==> config.mk <==
export PLATFORM = sky130hd
export DESIGN_NAME = context_id_free_list_allocator
export DESIGN_NICKNAME = d
export VERILOG_FILES = /design/src/rtl/core/cidfl_pkg.sv /design/src/rtl/core/cidfl_ram.sv /design/src/rtl/core/context_id_free_list_allocator.sv
export SDC_FILE = /design/constraint.sdc
export NUM_CORES = 1
export LEC_CHECK = 0
export ABC_AREA = 1
export BUFFER_PORTS_ARGS = -buffer_cell sky130_fd_sc_hd__buf_2
export CAP_MARGIN = 20
export CORE_ASPECT_RATIO = 0.7
export CORE_MARGIN = 2
export CORE_UTILIZATION = 55
export CTS_CLUSTER_SIZE = 14
export DETAILED_ROUTE_END_ITERATION = 10
export GPL_TIMING_DRIVEN = 1
export PLACE_DENSITY_LB_ADDON = 0.2
export SYNTH_ARGS = -nofsm -noshare
export SYNTH_HDL_FRONTEND = slang
export SYNTH_HIERARCHICAL = 1
export SYNTH_SLANG_ARGS = --single-unit
==> constraint.sdc <==
create_clock -name aclk -period 4.55 [get_ports aclk]
set_input_delay 0.2275 -clock aclk [delete_from_list [all_inputs] [get_ports aclk]]
set_output_delay 0.2275 -clock aclk [all_outputs]
set_load 0.05 [all_outputs]
==> src/rtl/core/cidfl_pkg.sv <==
// ----------------------------------------------------------------------------
// cidfl_pkg
// Shared request and result types, status codes and controller states of the
// context identifier allocator.
// ----------------------------------------------------------------------------
package cidfl_pkg;

    localparam int unsigned ID_W = 32;

    // Request codes.
    localparam logic FUNC_GET  = 1'b0;
    localparam logic FUNC_FREE = 1'b1;

    // Result status codes.
    localparam logic [1:0] STATUS_OK        = 2'd0;
    localparam logic [1:0] STATUS_CORRUPTED = 2'd1;
    localparam logic [1:0] STATUS_FULL      = 2'd2;
    localparam logic [1:0] STATUS_EXHAUSTED = 2'd3;

    localparam logic [ID_W-1:0] ID_MAX = '1;

    typedef struct packed {
        logic            func;
        logic [ID_W-1:0] freed_id;
    } cidfl_req_t;

    typedef struct packed {
        logic [1:0]      status;
        logic [ID_W-1:0] granted_id;
    } cidfl_resp_t;

    typedef enum logic [1:0] {
        S_IDLE,
        S_GET_DATA,
        S_SCAN,
        S_DONE
    } cidfl_state_t;

endpackage

==> src/rtl/core/cidfl_ram.sv <==
// ----------------------------------------------------------------------------
// cidfl_ram
// Storage for the free list: one write port and one read port, with the read
// data registered so that it appears in the cycle after the address.
// ----------------------------------------------------------------------------
module cidfl_ram #(
    parameter int unsigned DEPTH = 16,
    parameter int unsigned AW    = 4
) (
    input  logic                        aclk,
    input  logic                        wr_en,
    input  logic [AW-1:0]               wr_addr,
    input  logic [cidfl_pkg::ID_W-1:0]  wr_data,
    input  logic [AW-1:0]               rd_addr,
    output logic [cidfl_pkg::ID_W-1:0]  rd_data
);
    import cidfl_pkg::*;

    logic [ID_W-1:0] mem [DEPTH];
    logic [ID_W-1:0] rd_data_reg;

    always_ff @(posedge aclk) begin
        if (wr_en) begin
            mem[wr_addr] <= wr_data;
        end
    end

    always_ff @(posedge aclk) begin
        rd_data_reg <= mem[rd_addr];
    end

    assign rd_data = rd_data_reg;

endmodule

==> src/rtl/core/context_id_free_list_allocator.sv <==
// Timing: a get served from the list passes through S_GET_DATA to S_DONE; a
// get from the counter, a free of zero or a free into an empty list goes
// straight to S_DONE. Any other free scans the held entries, one entry per
// cycle through the single read port of the free list memory, until a match
// or the last entry. A new request is taken only after S_DONE has passed on.
// Reset: synchronous, active low; counter, pointers, fill count and valid clear.
// ----------------------------------------------------------------------------
// context_id_free_list_allocator
// Hands out context identifiers from a first-in first-out free list, or from a
// running counter when the list is empty, and takes freed identifiers back
// after checking that the list does not already hold them.
// ----------------------------------------------------------------------------
module context_id_free_list_allocator #(
    parameter int unsigned FREE_DEPTH = 16
) (
    input  logic                     aclk,
    input  logic                     aresetn,
    input  logic                     s_valid,
    output logic                     s_ready,
    input  cidfl_pkg::cidfl_req_t    s_data,
    output logic                     m_valid,
    input  logic                     m_ready,
    output cidfl_pkg::cidfl_resp_t   m_data
);
    import cidfl_pkg::*;

    // Index and fill count widths follow the list depth. The count needs one
    // more value than the index so that a full list can be told from empty.
    localparam int unsigned AW = $clog2(FREE_DEPTH);
    localparam int unsigned CW = $clog2(FREE_DEPTH + 1);
    localparam logic [AW-1:0] LAST_IDX  = AW'(FREE_DEPTH - 1);
    localparam logic [CW-1:0] DEPTH_CNT = CW'(FREE_DEPTH);

    // Circular pointer advance; the depth need not be a power of two.
    function automatic logic [AW-1:0] wrap_inc(input logic [AW-1:0] p);
        return (p == LAST_IDX) ? '0 : p + 1'b1;
    endfunction

    cidfl_state_t       state_reg, state_next;
    logic [ID_W-1:0]    highest_reg, highest_next;
    logic [AW-1:0]      head_reg, head_next;
    logic [AW-1:0]      tail_reg, tail_next;
    logic [CW-1:0]      count_reg, count_next;
    logic [AW-1:0]      scan_ptr_reg, scan_ptr_next;
    logic [CW-1:0]      scan_left_reg, scan_left_next;
    logic [ID_W-1:0]    id_reg, id_next;
    cidfl_resp_t        res_reg, res_next;
    cidfl_resp_t        m_data_reg, m_data_next;
    logic               m_valid_reg, m_valid_next;

    logic               ram_we;
    logic [AW-1:0]      ram_waddr;
    logic [ID_W-1:0]    ram_wdata;
    logic [AW-1:0]      ram_raddr;
    logic [ID_W-1:0]    ram_rdata;

    logic               accept;
    logic               out_free;
    logic               scan_hit;
    logic               scan_last;

    // The controller takes a new request only when idle. The result register
    // is separate, so a request is accepted even while the previous result
    // still waits for the consumer.
    assign s_ready  = (state_reg == S_IDLE);
    assign accept   = s_valid && s_ready;
    assign out_free = !m_valid_reg || m_ready;

    // During the scan the memory returns, each cycle, the entry addressed in the
    // cycle before. The head entry is read already in the idle cycle, so a
    // get or a scan finds its first entry ready in the following cycle.
    assign ram_raddr = (state_reg == S_SCAN) ? scan_ptr_reg : head_reg;
    assign scan_hit  = (ram_rdata == id_reg);
    assign scan_last = (scan_left_reg == '0);

    cidfl_ram #(
        .DEPTH (FREE_DEPTH),
        .AW    (AW)
    ) u_ram (
        .aclk    (aclk),
        .wr_en   (ram_we),
        .wr_addr (ram_waddr),
        .wr_data (ram_wdata),
        .rd_addr (ram_raddr),
        .rd_data (ram_rdata)
    );

    // Next state.
    always_comb begin
        state_next = state_reg;
        case (state_reg)
            S_IDLE: begin
                if (accept) begin
                    if (s_data.func == FUNC_GET) begin
                        state_next = (count_reg != '0) ? S_GET_DATA : S_DONE;
                    end else if (s_data.freed_id == '0 || count_reg == '0) begin
                        state_next = S_DONE;
                    end else begin
                        state_next = S_SCAN;
                    end
                end
            end
            S_GET_DATA: begin
                state_next = S_DONE;
            end
            S_SCAN: begin
                if (scan_hit || scan_last) begin
                    state_next = S_DONE;
                end
            end
            S_DONE: begin
                if (out_free) begin
                    state_next = S_IDLE;
                end
            end
            default: begin
                state_next = S_IDLE;
            end
        endcase
    end

    // Datapath and memory control.
    always_comb begin
        highest_next   = highest_reg;
        head_next      = head_reg;
        tail_next      = tail_reg;
        count_next     = count_reg;
        scan_ptr_next  = scan_ptr_reg;
        scan_left_next = scan_left_reg;
        id_next        = id_reg;
        res_next       = res_reg;
        m_data_next    = m_data_reg;
        m_valid_next   = m_valid_reg && !m_ready;
        ram_we         = 1'b0;
        ram_waddr      = tail_reg;
        ram_wdata      = id_reg;

        case (state_reg)
            S_IDLE: begin
                ram_wdata = s_data.freed_id;
                if (accept) begin
                    id_next        = s_data.freed_id;
                    scan_ptr_next  = wrap_inc(head_reg);
                    scan_left_next = count_reg - 1'b1;
                    res_next       = '{status: STATUS_OK, granted_id: '0};
                    if (s_data.func == FUNC_GET) begin
                        if (count_reg == '0) begin
                            // Empty list: issue a fresh identifier if any remain.
                            if (highest_reg == ID_MAX) begin
                                res_next.status = STATUS_EXHAUSTED;
                            end else begin
                                highest_next        = highest_reg + 1'b1;
                                res_next.granted_id = highest_reg + 1'b1;
                            end
                        end
                    end else if (s_data.freed_id != '0 && count_reg == '0) begin
                        // Nothing to scan in an empty list: store at once.
                        ram_we     = 1'b1;
                        tail_next  = wrap_inc(tail_reg);
                        count_next = count_reg + 1'b1;
                    end
                end
            end
            S_GET_DATA: begin
                res_next   = '{status: STATUS_OK, granted_id: ram_rdata};
                head_next  = wrap_inc(head_reg);
                count_next = count_reg - 1'b1;
            end
            S_SCAN: begin
                if (scan_hit) begin
                    res_next.status = STATUS_CORRUPTED;
                end else if (scan_last) begin
                    if (count_reg == DEPTH_CNT) begin
                        res_next.status = STATUS_FULL;
                    end else begin
                        ram_we     = 1'b1;
                        tail_next  = wrap_inc(tail_reg);
                        count_next = count_reg + 1'b1;
                    end
                end else begin
                    scan_ptr_next  = wrap_inc(scan_ptr_reg);
                    scan_left_next = scan_left_reg - 1'b1;
                end
            end
            S_DONE: begin
                if (out_free) begin
                    m_data_next  = res_reg;
                    m_valid_next = 1'b1;
                end
            end
            default: begin
            end
        endcase
    end

    always_ff @(posedge aclk) begin
        if (!aresetn) begin
            state_reg   <= S_IDLE;
            highest_reg <= '0;
            head_reg    <= '0;
            tail_reg    <= '0;
            count_reg   <= '0;
            m_valid_reg <= 1'b0;
        end else begin
            state_reg   <= state_next;
            highest_reg <= highest_next;
            head_reg    <= head_next;
            tail_reg    <= tail_next;
            count_reg   <= count_next;
            m_valid_reg <= m_valid_next;
        end
    end

    always_ff @(posedge aclk) begin
        scan_ptr_reg  <= scan_ptr_next;
        scan_left_reg <= scan_left_next;
        id_reg        <= id_next;
        res_reg       <= res_next;
        m_data_reg    <= m_data_next;
    end

    assign m_valid = m_valid_reg;
    assign m_data  = m_data_reg;

`ifndef NO_ASSERTIONS
    a_count_bound: assert property (@(posedge aclk) disable iff (!aresetn)
        count_reg <= DEPTH_CNT)
        else $error("free list fill count exceeds its depth");

    a_push_has_room: assert property (@(posedge aclk) disable iff (!aresetn)
        ram_we |-> (count_reg < DEPTH_CNT))
        else $error("identifier stored into a full free list");

    a_accept_leaves_idle: assert property (@(posedge aclk) disable iff (!aresetn)
        accept |=> (state_reg != S_IDLE))
        else $error("controller stayed idle after taking a request");

    a_fail_grants_zero: assert property (@(posedge aclk) disable iff (!aresetn)
        (m_valid_reg && m_data_reg.status != STATUS_OK) |-> (m_data_reg.granted_id == '0))
        else $error("refused request carries a nonzero identifier");

    a_counter_monotonic: assert property (@(posedge aclk) disable iff (!aresetn)
        1'b1 |=> (highest_reg >= $past(highest_reg)))
        else $error("fresh identifier counter moved backward");
`endif

endmodule

==> results of run 1 <==
cell usage in the layout (no fill, tap or decap), drive strengths merged, types with 10 or more instances in the layout:
| master | count |
|---|---|
| xor2 | 35 |
| ha | 13 |
| o21ai | 62 |
| edfxtp | 621 |
| clkinv | 27 |
| buf | 130 |
| dlygate4sd3 | 33 |
| nand2 | 988 |
| a21oi | 19 |
| nand4 | 21 |
| clkbuf | 94 |
| o22ai | 10 |
| xnor2 | 25 |
| nor2 | 131 |
| inv | 510 |
| nand3 | 415 |
| dfxtp | 80 |
| nor3 | 19 |
per-layer routing:
layer	wire length (um)	part of all wire	track usage	vias to the layer above
met2	35800	0.45	0.4236	989
met3	7297	0.091	0.05508	134
met1	35040	0.44	0.4159	10310
met5	0	0	0	-
li1	-	-	-	10180
met4	2050	0.026	0.08092	0
kinds of logic after synthesis:
group,Yosys count
AND/OR/NAND/NOR,1584
flip-flops,701
buffers and inverters,646
AO/OA/AOI/OAI,95
XOR/XNOR,60
adder cells (fa/ha/maj),13
multiplexers,1
worst paths after layout:
path / startpoint / to / slack (ns) / cells past startpoint
worst min-delay path: s_data[32] / res_reg[24] / 0.21 / 4
worst max-delay path: count_reg[0] / u_ram/mem[7][6] / 1.16 / 10
worst min register to register: res_reg[29] / m_data[29] / 0.42 / 0
worst max register to register: count_reg[0] / u_ram/mem[7][6] / 1.16 / 10
worst min-delay path, delay by kind of cell:
family          cells  cell delay (ns)
buf+inv             2             0.24
simple gates        1             0.09
compound gates      1             0.07
power by group through the flow:
stage	Clock [mW]	Combinational (mW)	Sequential, mW
2_1_floorplan	0	5.36	9.05
3_3_place_gp	0	7.71	9.16
3_5_place_dp	0	7.84	9.18
4_1_cts	5.48	7.90	9.04
5_1_grt	5.72	8.77	9.09
6_report	5.40	7.98	9.04
cell type report:
cell class | instances | share of cell area
Sequential cell | 701 | 0.5857
Clock inverter | 26 | 0.004777
Tap cell | 740 | 0.02678
Inverter | 513 | 0.05591
Timing Repair Buffer | 163 | 0.03872
Multi-Input combinational cell | 1753 | 0.2325
Clock buffer | 94 | 0.05562
metrics by stage:
stage                     instance area (um^2)  std cells  total power, mW  setup slack, ns
final                                    34570       3990            22.42            1.155
after detailed placement                 32130       3835            17.02            1.220
after global placement                   32130       3835            16.87            1.252
after global routing                     34570       3990            23.58           0.8419
after CTS                                34550       3988            22.42            1.177
after floorplan                          30880       3100            14.41           0.6580
==> impl_metrics.yaml, run 1 <==
status:
  result_of_the_run: "finished clean"
cts:
  cts.sink_count: 701
  worst_skew_pair.late_latency_ns: 0.61
  cts_tree: "built"
  cts_clock_pin_slew_for_the_worst_setup_and_hold_paths_ns: 0.06
  ctsLongestPathBuffers: 3
  post_cts.resized_instances: 0
  root_buffer_cell: "sky130_fd_sc_hd__clkbuf_16"
  cts.htree.levels: 3
  postCtsSetupRepairBufs: 0
  number_of_cts_inserted_buffers: 66
  postCtsHoldBufs: 33
layout:
  final_core_util: 0.6241
  ff_latch_area_um2: 20250
  drive_gt1_frac: 0.07969
  flip_flop_count_of_the_largest_register_all_copies_and_words_added: 512
  nFillCells: 4442
  area_overhead_vs_synth_pct: 11.97
  multiInputGateArea_um2: 8039
  final_net_count: 3248
  diodes: 0
yosys:
  yosys.area_share.adder: 0.005268
  syn-mean-instance-area_um2: 9.961
  synthDominantAreaCellType: "sky130_fd_sc_hd__edfxtp_1"
  post_synthesis_instance_total: 3100
  yosysWarningCount: 6
  post_synthesis_async_set_or_reset_flop_share: 0
  synth_simple_gate_area_frac: 0.2156
  yosys-mux-area-fraction: 0.0003242
  synthXorXnorAreaFrac: 0.01702
  synth_compound_area_frac: 0.01625
  share_of_the_synthesized_area_in_the_top_cell_type: 0.6039
  ys_seq_elements: 701
  yosysUniqueCellTypes: 43
  mappedNetlistArea_um2: 30880
  dominant_combinational_cell_family_by_area_after_synthesis: "simple AND/OR/NAND/NOR gates"
  synth_nets: 3150
  synth_top_cells_by_count: "sky130_fd_sc_hd__nand2_1, sky130_fd_sc_hd__edfxtp_1, sky130_fd_sc_hd__inv_1"
  synth_enable_flop_cells: 621
  synth_ff_type: "sky130_fd_sc_hd__edfxtp_1"
  synth_area_leaders: "sky130_fd_sc_hd__edfxtp_1, sky130_fd_sc_hd__nand2_1, sky130_fd_sc_hd__nand3_1"
  synth_most_common_cell: "sky130_fd_sc_hd__nand2_1"
  seq_area_frac_synth: 0.6558
route:
  route.detailed.vias_per_inst: 5.418
  via_count: 21620
  antenna_violating_nets_post_route: 0
  drc: 0
  postRouteWirelength_mm: 80.19
  detailedRoute.firstIterationViolations: 2607
  detail_route.wl_per_cell_um: 20.10
  first_pass_iters: 7
worst_setup_path:
  path_buf_inv: 4
  crit_path_max_fanout: 18
  crit_top_cell: "sky130_fd_sc_hd__inv_1"
  critical-path-top-delay-family: "simple AND/OR/NAND/NOR gates"
  critical_path.cell_chain: "inv_1 > ha_1 > nand3_1 > inv_1 > o21ai_0 > o32ai_1 > buf_4 > nand3b_1 > nor2_4 > buf_12"
  worst_ep_required_time_ns: 4.84
  timing_worst_setup_path_type: "flip-flop to flip-flop"
  critPathLaunchType: "flip-flop"
  worst_ep_arrival_time_ns: 3.69
  cp-end-kind: "flip-flop"
  crit_slowest_cell: "sky130_fd_sc_hd__nor2_4"
  timing.critical_path.slowest_cell_delay_ns: 0.74
timing:
  timing_worst_slew_pin_value_ns: 1.067
  total_negative_setup_slacks_ns: 0
  timing.slew.headroom: 0.2857
  final-max-slew-violation-count: 0
  report.final.setup_viol: 0
  timing.hold.ws_ns: 0.2141
  layout_worst_path_cycle_share: 0.7461
  max_freq_ghz: 0.2946
  final-hold-violation-count: 0
  layout_min_cycle_time_ns: 3.395
  rsz0062_at_grt: "no"
  worst_clock_skew_ns: 0.02403
floorplanning:
  die_height_um: 202.2
  initial_util: 0.5573
  die_area_um2: 58080
  die_width_um: 287.2
  floorplan.core_area_um2: 55400
  placement_rows: 72
  num_io_pins: 73
global_route:
  grt_remaining_overflow: 0
  pin_count_of_the_biggest_net_entering_global_routing: 99
  vias_in_the_first_global_route: 20750
  grt_use_total: 0.2809
  first_pass_grt_wire_length_mm: 123.4
  grt_antenna_before_repair: 0
power_and_ir_drop:
  p_per_area_nw_per_um2: 648.4
  ir_drop_mv: 0.3845
  power.static_leakage_nw: 14.68
  netSwitchingFraction: 0.3876
  pwr-share-comb: 0.356
  p_int_mw: 13.73
  share_seq_of_total_power: 0.403
  power.switching_mw: 8.690
  clock_power_share: 0.241
placement:
  gp_congestion: 0.9359
  dp_hpwl_mm: 50.40
  port_buffers: 72
hold_path:
  holdCritPathClass: "primary input to flip-flop"
job:
  maxCapViolCount: 0
(Power assumes the default switching activity.)
==> inputs of run 2 (changes only) <==
clock period = 3.6 ns   (was 4.55 ns; I/O delays follow)
==> run 2 against run 1 <==
Sequential cell count stayed put. Cell area rose by 0.44%. Final cell count grew 0.43%. First-iteration DRC count shrank 1.3%. Worst hold slack got worse by 0.053 ns. Critical path type unchanged. Critical endpoint is now u_ram/mem[5][2]. Largest cell class unchanged.
==> impl_metrics.yaml, run 2 (synthesized netlist as in run 1, its figures left out) <==
layout:
  mostFrequentLayoutCell: "sky130_fd_sc_hd__nand2_1"
  final_net_count: 3265
  mostFrequentLayoutCells: "sky130_fd_sc_hd__nand2_1, sky130_fd_sc_hd__edfxtp_1, sky130_fd_sc_hd__inv_1"
  diodes: 0
  drive_gt1_frac: 0.08356
  final_cell_area_um2: 34730
  flip_flop_count_of_the_largest_register_all_copies_and_words_added: 512
  instances_no_fill: 4007
  area_overhead_vs_synth_pct: 12.46
power_and_ir_drop:
  ir_drop_mv: 0.7006
  power.static_leakage_nw: 14.77
  netSwitchingFraction: 0.3838
  share_seq_of_total_power: 0.394
  power.switching_mw: 10.99
  pwr-share-comb: 0.362
  p_per_area_nw_per_um2: 824.3
  p_int_mw: 17.64
  clock_power_share: 0.244
cts:
  ctsLongestPathBuffers: 3
  number_of_cts_inserted_buffers: 68
  cts_clock_pin_slew_for_the_worst_setup_and_hold_paths_ns: 0.06
  worst_skew_pair.late_latency_ns: 0.61
  cts.htree.levels: 3
  postCtsSetupRepairBufs: 0
  root_buffer_cell: "sky130_fd_sc_hd__clkbuf_16"
  cts_tree: "built"
  cts.sink_count: 701
timing:
  rsz0062_at_grt: "no"
  layout_min_cycle_time_ns: 3.329
  worst_clock_skew_ns: 0.02301
  report.final.setup_viol: 0
  layout_worst_path_cycle_share: 0.9249
  final-max-slew-violation-count: 0
  timing_worst_slew_pin_value_ns: 1.149
  max_freq_ghz: 0.3003
  timing.slew.headroom: 0.2311
  total_negative_setup_slacks_ns: 0
  final-hold-violation-count: 0
worst_setup_path:
  crit_path_max_fanout: 21
  worst_r2r_path_depth: 10
  timing_worst_setup_path_type: "flip-flop to flip-flop"
  r2r-start: "count_reg[0]"
  cp-end-kind: "flip-flop"
  reg2reg_to: "u_ram/mem[5][2]"
  reg_to_reg_setup_timing_slack_ns: 0.27
  critPathLaunchType: "flip-flop"
  worstSetupStartpoint: "count_reg[0]"
  worst_ep_arrival_time_ns: 3.64
  worst_ep_required_time_ns: 3.91
  timing.critical_path.to: "u_ram/mem[5][2]"
global_route:
  grt_remaining_overflow: 0
  grt_antenna_before_repair: 0
  pin_count_of_the_biggest_net_entering_global_routing: 111
  vias_in_the_first_global_route: 20410
  grt_use_total: 0.2811
  first_pass_grt_wire_length_mm: 122.4
route:
  first_pass_iters: 6
  postRouteWirelength_mm: 80.67
  detail_route.wl_per_cell_um: 20.13
  via_count: 21610
  antenna_violating_nets_post_route: 0
  detailedRoute.firstIterationViolations: 2574
  drc: 0
  route.detailed.vias_per_inst: 5.392
placement:
  gp_congestion: 1.026
  placed_cells: 3849
  placed_instance_area_um2: 32210
  port_buffers: 72
  dp_hpwl_mm: 48.84
floorplanning:
  placement_rows: 72
  floorplan.core_area_um2: 55400
  die_width_um: 287.2
  num_io_pins: 73
  die_area_um2: 58080
  initial_util: 0.5573
  die_height_um: 202.2
hold_path:
  holdCritPathClass: "primary input to flip-flop"
status:
  result_of_the_run: "finished clean"
job:
  maxCapViolCount: 0
==> run 2: cell count changes in the layout (fill, tap and decap cells not counted), sizes merged <==
cell / delta
buf: +14
bufinv: +1
clkbuf: +8
clkinv: -5
inv: -1
==> run 2: how the worst min path moves through the flow <==
stage,slack (ns),startpoint,end,cells after the start
4_1_cts,0.11,aresetn,highest_reg[1],3
2_1_floorplan,0.28,s_data[0],id_reg[0],0
3_5_place_dp,0.39,s_data[3],id_reg[3],1
5_1_grt,0.14,aresetn,highest_reg[1],3
6_report,0.16,s_data[32],state_reg[0],5
3_3_place_gp,0.39,s_data[3],id_reg[3],1
==> run 2: stage by stage <==
stage	total power, mW	setup WS (ns)	hold WS [ns]	util
finish	28.62	0.2705	0.1606	0.6268
global route	30.08	0.1485	0.1356	0.6268
CTS	28.60	0.09261	0.1073	0.6258
detailed placement	21.63	0.1173	0.3927	0.5814
global placement	21.43	0.2880	0.3898	0.5802
floorplan	18.21	0.07639	0.2789	-
==> run 2: repair_timing <==
action                                  CTS  global route
gates resized for setup                   0             1
endpoints found under the setup margin    0            21
hold buffers                             33             0
hold endpoints to repair                 33             0
==> run 2: final cells by class <==
| cell class | count | area, um^2 |
|---|---|---|
| sequential | 701 | 20250 |
| clock buffer | 101 | 1962 |
| tap | 740 | 925.9 |
| clock inverter | 21 | 167.7 |
| timing repair buffer | 178 | 1446 |
| multi-input combinational | 1753 | 8043 |
| inverter | 513 | 1933 |
| fill | 4430 | 20680 |
==> run 2: routing by layer <==
metal,vias to the layer above,share of wire,global-route usage
met4,0,0.026,0.08185
met5,-,0,0
met3,123,0.095,0.06061
met1,10280,0.44,0.4236
li1,10230,-,-
met2,979,0.44,0.4105
==> run 2: worst max-delay path: stages, from the launching register on <==
cell                       delay (ns)
sky130_fd_sc_hd__dfxtp_1         0.35
sky130_fd_sc_hd__inv_1           0.13
sky130_fd_sc_hd__ha_1            0.19
sky130_fd_sc_hd__nand3_1         0.17
sky130_fd_sc_hd__inv_1           0.16
sky130_fd_sc_hd__o21ai_0         0.17
sky130_fd_sc_hd__o32ai_2         0.40
sky130_fd_sc_hd__nand3b_1        0.14
sky130_fd_sc_hd__buf_4           0.19
sky130_fd_sc_hd__nor2_4          0.74
sky130_fd_sc_hd__buf_4           0.36
==> run 2: power groups by stage <==
| stage | registers [mW] | clock network (mW) | logic, mW |
|---|---|---|---|
| 2_1_floorplan | 11.4 | 0 | 6.78 |
| 3_3_place_gp | 11.4 | 0 | 10.0 |
| 3_5_place_dp | 11.4 | 0 | 10.2 |
| 4_1_cts | 11.3 | 7.06 | 10.3 |
| 5_1_grt | 11.4 | 7.39 | 11.3 |
| 6_report | 11.3 | 6.98 | 10.4 |
==> inputs of run 3 (changes only) <==
==> constraint.sdc (replaced) <==
create_clock -name aclk -period 3.6 [get_ports aclk]
set_input_delay 0 -clock aclk [delete_from_list [all_inputs] [get_ports aclk]]
set_output_delay 0 -clock aclk [all_outputs]
set_load 0.05 [all_outputs]
==> run 3 against run 2 <==
Non-clock buffer count increased by 5. Cell area about the same. Maximum frequency decreased by 4.6%. Utilization increased by 0.059 points. Combinational power about the same. Sequential power about the same. Global-route usage increased by 0.40 points. Die area unchanged. Final cell count about the same. Sequential cell count unchanged.
==> impl_metrics.yaml, run 3 (synthesized netlist as in run 1, its figures left out) <==
status:
  result_of_the_run: "finished clean"
timing:
  final-hold-violation-count: 0
  timing.hold.ws_ns: 0.1520
  final-max-slew-violation-count: 0
  layout_min_cycle_time_ns: 3.491
  timing.slew.headroom: 0.1344
  worst_clock_skew_ns: 0.02861
  worst_slack_ns: 0.1087
  total_negative_setup_slacks_ns: 0
  layout_worst_path_cycle_share: 0.9698
  max_freq_ghz: 0.2864
  timing_worst_slew_pin_value_ns: 1.288
  report.final.setup_viol: 0
power_and_ir_drop:
  design_power_total_mw: 28.58
  power.switching_mw: 11.04
  p_int_mw: 17.54
  ir_drop_mv: 0.6941
  share_seq_of_total_power: 0.394
  power.static_leakage_nw: 14.77
  pwr-share-comb: 0.366
  clock_power_share: 0.240
  netSwitchingFraction: 0.3864
  p_per_area_nw_per_um2: 822.2
worst_setup_path:
  critPathLaunchType: "flip-flop"
  worst_ep_arrival_time_ns: 3.72
  timing_worst_setup_path_type: "flip-flop to flip-flop"
  crit_path_max_fanout: 32
  cp-end-kind: "flip-flop"
  worst_ep_required_time_ns: 3.83
  worst_r2r_path_depth: 10
cts:
  number_of_cts_inserted_buffers: 67
  post_cts.resized_instances: 0
  postCtsSetupRepairBufs: 0
  root_buffer_cell: "sky130_fd_sc_hd__clkbuf_16"
  cts_tree: "built"
  ctsLongestPathBuffers: 3
  worst_skew_pair.late_latency_ns: 0.62
  cts_clock_pin_slew_for_the_worst_setup_and_hold_paths_ns: 0.06
  cts.sink_count: 701
  cts.htree.levels: 3
global_route:
  globalRouteMet3Util: 0.06275
  grt_use_total: 0.2850
  pin_count_of_the_biggest_net_entering_global_routing: 111
  grt_antenna_before_repair: 0
  grt_remaining_overflow: 0
  globalRoute.busiestLayer: "met2"
  vias_in_the_first_global_route: 21120
  grt_use_met2: 0.4250
  first_pass_grt_wire_length_mm: 124.8
  grt_use_met1: 0.4147
placement:
  placed_instance_area_um2: 32250
  dp_hpwl_mm: 49.84
  placed_cells: 3850
  dpl_worst_slack_ns: 0.1816
  port_buffers: 72
  gp_congestion: 1.049
layout:
  final_net_count: 3272
  mostFrequentLayoutCell: "sky130_fd_sc_hd__nand2_1"
  flip_flop_count_of_the_largest_register_all_copies_and_words_added: 512
  final_cell_area_um2: 34760
  area_overhead_vs_synth_pct: 12.57
  final_core_util: 0.6274
  drive_gt1_frac: 0.08377
  mostFrequentLayoutCells: "sky130_fd_sc_hd__nand2_1, sky130_fd_sc_hd__edfxtp_1, sky130_fd_sc_hd__inv_1"
  diodes: 0
  instances_no_fill: 4011
route:
  detail_route.wl_per_cell_um: 20.52
  first_pass_iters: 6
  route.detailed.vias_per_inst: 5.430
  via_count: 21780
  antenna_violating_nets_post_route: 0
  detailedRoute.firstIterationViolations: 2594
  postRouteWirelength_mm: 82.30
  drc: 0
floorplanning:
  num_io_pins: 73
  floorplan.core_area_um2: 55400
  placement_rows: 72
  die_area_um2: 58080
  die_width_um: 287.2
  die_height_um: 202.2
  initial_util: 0.5573
hold_path:
  holdCritPathClass: "primary input to flip-flop"
  min_delay_path_depth: 2
job:
  maxCapViolCount: 0
[run 3: final timing paths]
kind	start	endpoint	slack [ns]
max	count_reg[0]	u_ram/mem[9][4]	0.11
min	s_data[30]	id_reg[30]	0.15
max reg2reg	count_reg[0]	u_ram/mem[9][4]	0.11
min reg2reg	res_reg[24]	m_data[24]	0.42
[run 3: what timing repair did]
action,in CTS,in global routing
endpoints found under the setup margin,0,32
hold buffers,38,0
hold endpoints to repair,142,0
[run 3: worst max-delay path: stages, from the launching register on]
cell and delay [ns]:
sky130_fd_sc_hd__dfxtp_1 0.35, sky130_fd_sc_hd__inv_1 0.13, sky130_fd_sc_hd__ha_1 0.20, sky130_fd_sc_hd__nand3_1 0.13, sky130_fd_sc_hd__inv_1 0.15, sky130_fd_sc_hd__o21ai_0 0.16, sky130_fd_sc_hd__o32ai_1 0.65, sky130_fd_sc_hd__nand3b_1 0.40
sky130_fd_sc_hd__buf_4 0.29, sky130_fd_sc_hd__nor2_4 0.08, sky130_fd_sc_hd__buf_4 0.57
[run 3: power by group through the flow]
stage | clock network (mW) | registers [mW] | logic (mW)
floorplan | 0 | 11.4 | 6.78
global placement | 0 | 11.4 | 10.1
detailed placement | 0 | 11.4 | 10.3
CTS | 6.96 | 11.3 | 10.4
global route | 7.26 | 11.3 | 11.5
finish | 6.86 | 11.3 | 10.5
[run 3: area by class of cell]
class / count / area (um^2)
fill: 4452 / 20640
sequential: 701 / 20250
multi-input combinational: 1756 / 8054
inverter: 513 / 1933
clock buffer: 97 / 1894
timing repair buffer: 183 / 1524
tap: 740 / 925.9
clock inverter: 21 / 178.9
[run 3: per-layer routing]
metal	vias to the layer above	part of all wire
met5	-	0
met1	10430	0.43
met4	0	0.033
li1	10240	-
met3	161	0.099
met2	956	0.44
